===== src/c65alu_pkg.sv =====
// ----------------------------------------------------------------------------
// c65alu_pkg
// Operation codes and status flag positions shared by the 6502-style
// execute unit.
// ----------------------------------------------------------------------------
package c65alu_pkg;

    // Operation code of one input word.
    typedef logic [5:0] t_kind;

    localparam t_kind K_ADC = 6'd0;
    localparam t_kind K_SBC = 6'd1;
    localparam t_kind K_AND = 6'd2;
    localparam t_kind K_ORA = 6'd3;
    localparam t_kind K_EOR = 6'd4;
    localparam t_kind K_CMP = 6'd5;
    localparam t_kind K_CPX = 6'd6;
    localparam t_kind K_CPY = 6'd7;
    localparam t_kind K_BIT = 6'd8;
    localparam t_kind K_LDA = 6'd9;
    localparam t_kind K_LDX = 6'd10;
    localparam t_kind K_LDY = 6'd11;
    localparam t_kind K_ASL = 6'd12;
    localparam t_kind K_LSR = 6'd13;
    localparam t_kind K_ROL = 6'd14;
    localparam t_kind K_ROR = 6'd15;
    localparam t_kind K_INC = 6'd16;
    localparam t_kind K_DEC = 6'd17;
    localparam t_kind K_INX = 6'd18;
    localparam t_kind K_DEX = 6'd19;
    localparam t_kind K_INY = 6'd20;
    localparam t_kind K_DEY = 6'd21;
    localparam t_kind K_TAX = 6'd22;
    localparam t_kind K_TAY = 6'd23;
    localparam t_kind K_TSX = 6'd24;
    localparam t_kind K_TXA = 6'd25;
    localparam t_kind K_TXS = 6'd26;
    localparam t_kind K_TYA = 6'd27;
    localparam t_kind K_CLC = 6'd28;
    localparam t_kind K_CLD = 6'd29;
    localparam t_kind K_CLI = 6'd30;
    localparam t_kind K_CLV = 6'd31;
    localparam t_kind K_SEC = 6'd32;
    localparam t_kind K_SED = 6'd33;
    localparam t_kind K_SEI = 6'd34;
    localparam t_kind K_STA = 6'd35;
    localparam t_kind K_STX = 6'd36;
    localparam t_kind K_STY = 6'd37;
    localparam t_kind K_BCC = 6'd38;
    localparam t_kind K_BCS = 6'd39;
    localparam t_kind K_BEQ = 6'd40;
    localparam t_kind K_BMI = 6'd41;
    localparam t_kind K_BNE = 6'd42;
    localparam t_kind K_BPL = 6'd43;
    localparam t_kind K_BVC = 6'd44;
    localparam t_kind K_BVS = 6'd45;

    // Bit positions in the status register.
    localparam int FL_C = 0;
    localparam int FL_Z = 1;
    localparam int FL_I = 2;
    localparam int FL_D = 3;
    localparam int FL_V = 6;
    localparam int FL_N = 7;

    // Register values after reset.
    localparam logic [7:0] SP_RESET     = 8'hFD;
    localparam logic [7:0] STATUS_RESET = 8'h34;

endpackage


===== src/cpu6502_alu_register_unit.sv =====
// ----------------------------------------------------------------------------
// cpu6502_alu_register_unit
// Execute unit of a 6502-style processor (binary arithmetic only) holding
// A, X, Y, SP and the status flags.
// ----------------------------------------------------------------------------
// Each accepted word is captured in an input register, executed against the
// register file, and the outcome lands in an output register while A, X, Y,
// SP and P are updated on the same edge. One word is taken per cycle while
// the output register is free or its result is being taken; output valid
// rises once the word has moved from the input register into the output register. The
// next word can be executed while a finished result still waits in the
// output register only once that result is taken, so a stall on the output
// holds at most one word in each of the two registers. Words with an unused
// operation code leave A, X, Y, SP and P unchanged and report no write and no
// branch.
module cpu6502_alu_register_unit (
    input  logic                 i_clk,
    input  logic                 i_rst_n,
    // Input channel.
    input  logic                 i_in_valid,
    output logic                 o_in_ready,
    input  c65alu_pkg::t_kind    i_kind,
    input  logic [7:0]           i_operand,
    input  logic                 i_to_accumulator,
    // Output channel.
    output logic                 o_out_valid,
    input  logic                 i_out_ready,
    output logic [7:0]           o_result,
    output logic                 o_mem_write,
    output logic                 o_branch_taken,
    output logic [7:0]           o_status_out,
    output logic [7:0]           o_acc_out,
    output logic [7:0]           o_x_out,
    output logic [7:0]           o_y_out,
    output logic [7:0]           o_sp_out
);
    import c65alu_pkg::*;

    // Input register.
    logic        r_in_valid;
    t_kind       r_kind;
    logic [7:0]  r_operand;
    logic        r_to_acc;

    // Register file.
    logic [7:0]  r_acc, n_acc;
    logic [7:0]  r_x, n_x;
    logic [7:0]  r_y, n_y;
    logic [7:0]  r_sp, n_sp;
    logic [7:0]  r_status, n_status;

    // Output register.
    logic        r_out_valid;
    logic [7:0]  r_result, n_result;
    logic        r_mem_write, n_mem_write;
    logic        r_branch, n_branch;

    logic        exec_fire;

    // Datapath intermediates.
    logic [7:0]  add_opnd;
    logic [8:0]  add_sum;
    logic [7:0]  cmp_reg;
    logic [8:0]  cmp_diff;
    logic [7:0]  sh_src;
    logic [7:0]  sh_val;
    logic        sh_cout;
    logic [7:0]  zn_val;
    logic        zn_en;

    // Handshake: the executing word moves on when the output register is free.
    assign exec_fire  = r_in_valid && (!r_out_valid || i_out_ready);
    assign o_in_ready = !r_in_valid || exec_fire;

    // Adder shared by ADC and SBC; SBC adds the inverted operand.
    assign add_opnd = (r_kind == K_SBC) ? ~r_operand : r_operand;
    assign add_sum  = {1'b0, r_acc} + {1'b0, add_opnd} + {8'd0, r_status[FL_C]};

    // Compare subtractor; bit 8 is the borrow.
    always_comb begin
        unique case (r_kind)
            K_CPX:   cmp_reg = r_x;
            K_CPY:   cmp_reg = r_y;
            default: cmp_reg = r_acc;
        endcase
    end
    assign cmp_diff = {1'b0, cmp_reg} - {1'b0, r_operand};

    // Shifter for ASL, LSR, ROL and ROR.
    assign sh_src = r_to_acc ? r_acc : r_operand;
    always_comb begin
        unique case (r_kind)
            K_ASL: begin
                sh_val  = {sh_src[6:0], 1'b0};
                sh_cout = sh_src[7];
            end
            K_ROL: begin
                sh_val  = {sh_src[6:0], r_status[FL_C]};
                sh_cout = sh_src[7];
            end
            K_ROR: begin
                sh_val  = {r_status[FL_C], sh_src[7:1]};
                sh_cout = sh_src[0];
            end
            default: begin
                sh_val  = {1'b0, sh_src[7:1]};
                sh_cout = sh_src[0];
            end
        endcase
    end

    // Operation decode: next register file, write word and branch decision.
    always_comb begin
        n_acc       = r_acc;
        n_x         = r_x;
        n_y         = r_y;
        n_sp        = r_sp;
        n_status    = r_status;
        n_result    = 8'd0;
        n_mem_write = 1'b0;
        n_branch    = 1'b0;
        zn_val      = 8'd0;
        zn_en       = 1'b0;

        unique case (r_kind)
            K_ADC, K_SBC: begin
                n_acc          = add_sum[7:0];
                n_status[FL_C] = add_sum[8];
                n_status[FL_V] = ~(r_acc[7] ^ add_opnd[7]) & (r_acc[7] ^ add_sum[7]);
                zn_val         = add_sum[7:0];
                zn_en          = 1'b1;
            end
            K_AND: begin
                n_acc  = r_acc & r_operand;
                zn_val = r_acc & r_operand;
                zn_en  = 1'b1;
            end
            K_ORA: begin
                n_acc  = r_acc | r_operand;
                zn_val = r_acc | r_operand;
                zn_en  = 1'b1;
            end
            K_EOR: begin
                n_acc  = r_acc ^ r_operand;
                zn_val = r_acc ^ r_operand;
                zn_en  = 1'b1;
            end
            K_CMP, K_CPX, K_CPY: begin
                n_status[FL_C] = ~cmp_diff[8];
                zn_val         = cmp_diff[7:0];
                zn_en          = 1'b1;
            end
            K_BIT: begin
                n_status[FL_Z] = ((r_acc & r_operand) == 8'd0);
                n_status[FL_N] = r_operand[7];
                n_status[FL_V] = r_operand[6];
            end
            K_LDA: begin
                n_acc  = r_operand;
                zn_val = r_operand;
                zn_en  = 1'b1;
            end
            K_LDX: begin
                n_x    = r_operand;
                zn_val = r_operand;
                zn_en  = 1'b1;
            end
            K_LDY: begin
                n_y    = r_operand;
                zn_val = r_operand;
                zn_en  = 1'b1;
            end
            K_ASL, K_LSR, K_ROL, K_ROR: begin
                n_status[FL_C] = sh_cout;
                zn_val         = sh_val;
                zn_en          = 1'b1;
                if (r_to_acc) begin
                    n_acc = sh_val;
                end else begin
                    n_result    = sh_val;
                    n_mem_write = 1'b1;
                end
            end
            K_INC: begin
                n_result    = r_operand + 8'd1;
                n_mem_write = 1'b1;
                zn_val      = r_operand + 8'd1;
                zn_en       = 1'b1;
            end
            K_DEC: begin
                n_result    = r_operand - 8'd1;
                n_mem_write = 1'b1;
                zn_val      = r_operand - 8'd1;
                zn_en       = 1'b1;
            end
            K_INX: begin
                n_x    = r_x + 8'd1;
                zn_val = r_x + 8'd1;
                zn_en  = 1'b1;
            end
            K_DEX: begin
                n_x    = r_x - 8'd1;
                zn_val = r_x - 8'd1;
                zn_en  = 1'b1;
            end
            K_INY: begin
                n_y    = r_y + 8'd1;
                zn_val = r_y + 8'd1;
                zn_en  = 1'b1;
            end
            K_DEY: begin
                n_y    = r_y - 8'd1;
                zn_val = r_y - 8'd1;
                zn_en  = 1'b1;
            end
            K_TAX: begin
                n_x    = r_acc;
                zn_val = r_acc;
                zn_en  = 1'b1;
            end
            K_TAY: begin
                n_y    = r_acc;
                zn_val = r_acc;
                zn_en  = 1'b1;
            end
            K_TSX: begin
                n_x    = r_sp;
                zn_val = r_sp;
                zn_en  = 1'b1;
            end
            K_TXA: begin
                n_acc  = r_x;
                zn_val = r_x;
                zn_en  = 1'b1;
            end
            K_TXS: begin
                n_sp = r_x;
            end
            K_TYA: begin
                n_acc  = r_y;
                zn_val = r_y;
                zn_en  = 1'b1;
            end
            K_CLC: n_status[FL_C] = 1'b0;
            K_CLD: n_status[FL_D] = 1'b0;
            K_CLI: n_status[FL_I] = 1'b0;
            K_CLV: n_status[FL_V] = 1'b0;
            K_SEC: n_status[FL_C] = 1'b1;
            K_SED: n_status[FL_D] = 1'b1;
            K_SEI: n_status[FL_I] = 1'b1;
            K_STA: begin
                n_result    = r_acc;
                n_mem_write = 1'b1;
            end
            K_STX: begin
                n_result    = r_x;
                n_mem_write = 1'b1;
            end
            K_STY: begin
                n_result    = r_y;
                n_mem_write = 1'b1;
            end
            K_BCC: n_branch = ~r_status[FL_C];
            K_BCS: n_branch = r_status[FL_C];
            K_BEQ: n_branch = r_status[FL_Z];
            K_BMI: n_branch = r_status[FL_N];
            K_BNE: n_branch = ~r_status[FL_Z];
            K_BPL: n_branch = ~r_status[FL_N];
            K_BVC: n_branch = ~r_status[FL_V];
            K_BVS: n_branch = r_status[FL_V];
            default: begin
                // Unused codes leave the register file unchanged.
            end
        endcase

        // Zero and negative flags from the value the operation produced.
        if (zn_en) begin
            n_status[FL_Z] = (zn_val == 8'd0);
            n_status[FL_N] = zn_val[7];
        end
    end

    // Input register control.
    always_ff @(posedge i_clk) begin
        if (!i_rst_n) begin
            r_in_valid <= 1'b0;
        end else if (o_in_ready) begin
            r_in_valid <= i_in_valid;
        end
    end

    // Input register payload.
    always_ff @(posedge i_clk) begin
        if (o_in_ready && i_in_valid) begin
            r_kind    <= i_kind;
            r_operand <= i_operand;
            r_to_acc  <= i_to_accumulator;
        end
    end

    // Register file, updated when a word executes.
    always_ff @(posedge i_clk) begin
        if (!i_rst_n) begin
            r_acc    <= 8'd0;
            r_x      <= 8'd0;
            r_y      <= 8'd0;
            r_sp     <= SP_RESET;
            r_status <= STATUS_RESET;
        end else if (exec_fire) begin
            r_acc    <= n_acc;
            r_x      <= n_x;
            r_y      <= n_y;
            r_sp     <= n_sp;
            r_status <= n_status;
        end
    end

    // Output register control.
    always_ff @(posedge i_clk) begin
        if (!i_rst_n) begin
            r_out_valid <= 1'b0;
        end else if (exec_fire) begin
            r_out_valid <= 1'b1;
        end else if (i_out_ready) begin
            r_out_valid <= 1'b0;
        end
    end

    // Output register payload.
    always_ff @(posedge i_clk) begin
        if (exec_fire) begin
            r_result    <= n_result;
            r_mem_write <= n_mem_write;
            r_branch    <= n_branch;
        end
    end

    // The register snapshot shown with a result is the file after that word.
    assign o_out_valid    = r_out_valid;
    assign o_result       = r_result;
    assign o_mem_write    = r_mem_write;
    assign o_branch_taken = r_branch;
    assign o_status_out   = r_status;
    assign o_acc_out      = r_acc;
    assign o_x_out        = r_x;
    assign o_y_out        = r_y;
    assign o_sp_out       = r_sp;

endmodule

===== config.mk =====
export PLATFORM = sky130hd
export DESIGN_NAME = cpu6502_alu_register_unit
export DESIGN_NICKNAME = d
export VERILOG_FILES = /design/src/c65alu_pkg.sv /design/src/cpu6502_alu_register_unit.sv
export SDC_FILE = /design/constraint.sdc
export NUM_CORES = 1
export LEC_CHECK = 0
export BUFFER_PORTS_ARGS = -buffer_cell sky130_fd_sc_hd__buf_2
export CAP_MARGIN = 10
export CORE_AREA = 2 2 108 152
export DETAILED_ROUTE_END_ITERATION = 10
export DIE_AREA = 0 0 110 154
export HOLD_SLACK_MARGIN = 0.1
export SLEW_MARGIN = 10
export SYNTH_ARGS = -nofsm -noshare
export SYNTH_HDL_FRONTEND = slang
export SYNTH_SLANG_ARGS = --single-unit
export TNS_END_PERCENT = 10

===== constraint.sdc =====
create_clock -name i_clk -period 5.6 [get_ports i_clk]
set_input_delay 0.28 -clock i_clk [delete_from_list [all_inputs] [get_ports i_clk]]
set_output_delay 0.28 -clock i_clk [all_outputs]
set_load 0.02 [all_outputs]

==> insert_results.sql <==
INSERT INTO impl_metrics (metric_group, metric, value, unit) VALUES
('logic_synthesis', 'yosysWarningCount', '0', ''),
('timing', 'period_needed', '4.47', 'ns'),
('critical_path', 'regToRegEndpoint', 'o_status_out[1]', ''),
('timing', 'hold-worst-slack', '0.115', 'ns'),
('final_layout', 'layout.core_utilization', '44.9', '%'),
('routing', 'drcViolationCount', '0', ''),
('global_routing', 'antenna_found_initial', '0', ''),
('critical_path', 'timing.setup.critical_path_class', 'reg -> reg', ''),
('worst_hold_path', 'class_of_the_tightest_hold_or_removal_check', 'in -> reg', ''),
('power_and_ir_drop', 'pwr-share-clk', '39.7', '%'),
('routing', 'totalWireLength', '23.6', 'mm'),
('critical_path', 'worstPathCellList', 'nor4_1, nand2_1, xnor2_1, fa_1, inv_1, fa_1, xnor2_1, nor3b_1, o2111ai_1, or4_1, nor4_1, nand4_1, o31ai_2', ''),
('logic_synthesis', 'synth-simple-area-share', '24.3', '%'),
('power_and_ir_drop', 'static_leakage_power', '2.70', 'nW'),
('worst_hold_path', 'hp-start', 'i_kind[1]', ''),
('timing', 'hold_viol', '0', ''),
('floorplan', 'floorplan.die.width', '110', 'um'),
('floorplan', 'die_area', '16900', 'um^2'),
('clocking', 'clock_slew_at_reported_path_ffs', '0.06', 'ns'),
('clocking', 'cts-buffers-inserted', '9', ''),
('place', 'port-buffer-count', '68', ''),
('critical_path', 'timing.critical_path.required', '5.87', 'ns'),
('timing', 'clock-skew-final', '0.0123', 'ns'),
('routing', 'wl_per_cell', '23.4', 'um'),
('logic_synthesis', 'synth_cells', '762', ''),
('timing', 'setup_repair_after_global_routing_missed_its_margin', 'false', ''),
('job', 'max_cap_check_violation_count', '0', ''),
('place', 'globalplace.congestion', '0.978', ''),
('logic_synthesis', 'portion_of_netlist_area_occupied_by_mux_cells', '5.71', '%'),
('final_layout', 'mostFrequentLayoutCells', '82 x nand2_1, 74 x nor2_1, 68 x buf_2', ''),
('timing', 'finalSetupViolCount', '0', ''),
('floorplan', 'rows', '54', ''),
('power_and_ir_drop', 'seq_power_share', '40.9', '%'),
('floorplan', 'fp.dieH', '154', 'um'),
('clocking', 'clock_sink_count', '65', ''),
('clocking', 'clockRootBuffer', 'clkbuf_16', ''),
('run_status', 'outcome', 'finished clean', ''),
('worst_hold_path', 'min_to', 'r_kind[1]', ''),
('clocking', 'tritoncts', 'done', ''),
('critical_path', 'slowest_delay', '0.70', 'ns'),
('floorplan', 'design.core.area', '15500', 'um^2'),
('global_routing', 'vias_in_the_first_global_route', '6136', ''),
('logic_synthesis', 'synth-edff-count', '25', ''),
('logic_synthesis', 'seq_area_frac_synth', '25.4', '%'),
('critical_path', 'cp_data_arrival_time', '4.75', 'ns'),
('global_routing', 'grt_first_pass_wirelength', '35.8', 'mm'),
('logic_synthesis', 'flops_latches_synth', '65', ''),
('clocking', 'clockBufferDepth', '2', ''),
('logic_synthesis', 'synthXorXnorAreaFrac', '5.16', '%'),
('global_routing', 'grt_use_total', '28.4', '%'),
('logic_synthesis', 'compound_gate_portion_of_the_synthesized_area', '24.5', '%'),
('global_routing', 'pin_count_of_the_biggest_net_entering_global_routing', '53', ''),
('timing', 'timing.fmax', '0.224', 'GHz'),
('place', 'post-dp-hpwl', '16.9', 'mm'),
('final_layout', 'area.growth.synth_to_final', '13.5', '%'),
('timing', 'timing.max_slew.rel_slack', '35.7', '%'),
('routing', 'antenna_left', '0', ''),
('critical_path', 'cp_num_buf_inv', '1', ''),
('power_and_ir_drop', 'power.density', '195', 'nW/um^2'),
('logic_synthesis', 'ys_async_sr_fraction', '0', '%'),
('critical_path', 'timing.critical_path.from_type', 'register', ''),
('final_layout', 'drive_above_1_share', '14.1', '%'),
('power_and_ir_drop', 'power.switching_fraction', '30.8', '%'),
('critical_path', 'cpLargestDelayFamily', 'simple AND/OR/NAND/NOR gates', ''),
('critical_path', 'worst_setup_path_end_kind', 'register', ''),
('power_and_ir_drop', 'pwr-share-comb', '19.4', '%'),
('power_and_ir_drop', 'vdd_drop_max', '0.154', 'mV'),
('clocking', 'clock_tree.htree_level_count', '3', ''),
('timing', 'final.setup.tns', '0', 'ns'),
('logic_synthesis', 'yosys_most_used_dff', 'dfxtp_1', ''),
('routing', 'drt_first_pass_iters', '8', '');
kinds of logic after synthesis:
logic type | Yosys count
adders and majority gates | 41
muxes | 27
xor gates and xnor gates | 36
and+or+nand+nor | 291
AOI/OAI and AO/OA | 212
DFF | 65
other | 1
buffers and inverters | 89
final cells by class:
type | count | area, um^2
clock inverter | 3 | 17.5
fill | 1578 | 8530
inverter | 29 | 109
tap | 196 | 245
clock buffer | 13 | 260
multi-input combinational | 609 | 4190
sequential | 65 | 1550
timing repair buffer | 92 | 568
metal layers:
metal,global-route usage [%],share of wire (%)
met2,43.8,46
met3,4.45,7.6
met1,34.6,38
met5,0,0
met4,22.2,8.2
metrics by stage:
stage | setup WS (ns) | instance area (um^2) | power [mW] | instances
2_1_floorplan | 1.41 | 6120 | 0.731 | 763
3_5_place_dp | 1.20 | 6520 | 0.811 | 977
3_3_place_gp | 1.27 | 6520 | 0.810 | 977
4_1_cts | 1.15 | 6940 | 1.36 | 1007
5_1_grt | 0.814 | 6940 | 1.41 | 1007
6_report | 1.13 | 6940 | 1.35 | 1007
cell usage after synthesis, types with 13 or more instances:
| cell type | number | area, um^2 |
|---|---|---|
| mux2i_1 | 18 | 180 |
| a21oi_1 | 36 | 180 |
| nor2_1 | 74 | 278 |
| nor3_1 | 13 | 65.1 |
| nand2_1 | 82 | 308 |
| a22oi_1 | 16 | 120 |
| clkbuf_1 | 37 | 139 |
| nand3_1 | 27 | 135 |
| a221oi_1 | 15 | 131 |
| buf_2 | 16 | 80.1 |
| edfxtp_1 | 25 | 751 |
| xnor2_1 | 26 | 228 |
| o22ai_1 | 13 | 81.3 |
| ha_1 | 38 | 475 |
| dfxtp_1 | 40 | 801 |
| o21ai_0 | 40 | 200 |
| inv_1 | 28 | 105 |
timing repair:
item / 4_1_cts / 5_1_grt
endpoints found under the hold margin: 14 / 0
hold buffers: 14 / 0
resized for setup: 0 / 0
setup buffers: 0 / 0
worst register-to-register path, delay by kind of cell, from the launching register on:
kind	cells	cell delay (ns)
and+or+nand+nor	6	2.15
adders and majority gates	2	0.65
buffers and inverters	1	0.07
AOI/OAI and AO/OA	2	0.37
DFF	1	0.70
xor gates and xnor gates	2	0.45
worst max path at each step:
stage / start / endpoint / slack, ns / depth (start not counted)
2_1_floorplan: r_kind[0] / o_status_out[1] / 1.41 / 17
3_3_place_gp: r_kind[3] / o_status_out[1] / 1.27 / 13
4_1_cts: r_kind[3] / o_status_out[1] / 1.15 / 13
6_report: r_kind[3] / o_status_out[1] / 1.13 / 13
5_1_grt: r_kind[3] / o_status_out[1] / 0.81 / 13
3_5_place_dp: r_kind[3] / o_status_out[1] / 1.20 / 13
registers in the layout, summed over array words and instances, names as in the netlist:
name            cells
o_acc_out           8
o_result            8
o_sp_out            8
o_x_out             8
o_y_out             8
r_operand           8
o_status_out        6
r_kind              6
o_branch_taken      1
o_mem_write         1
o_out_valid         1
r_in_valid          1
r_to_acc            1
power by group through the flow:
stage / Clock, mW / Sequential (mW) / Combinational (mW)
5_1_grt: 0.565 / 0.555 / 0.287
2_1_floorplan: 0 / 0.541 / 0.190
6_report: 0.537 / 0.553 / 0.263
3_3_place_gp: 0 / 0.560 / 0.250
4_1_cts: 0.549 / 0.551 / 0.259
3_5_place_dp: 0 / 0.561 / 0.251
(Power assumes the default switching activity.)
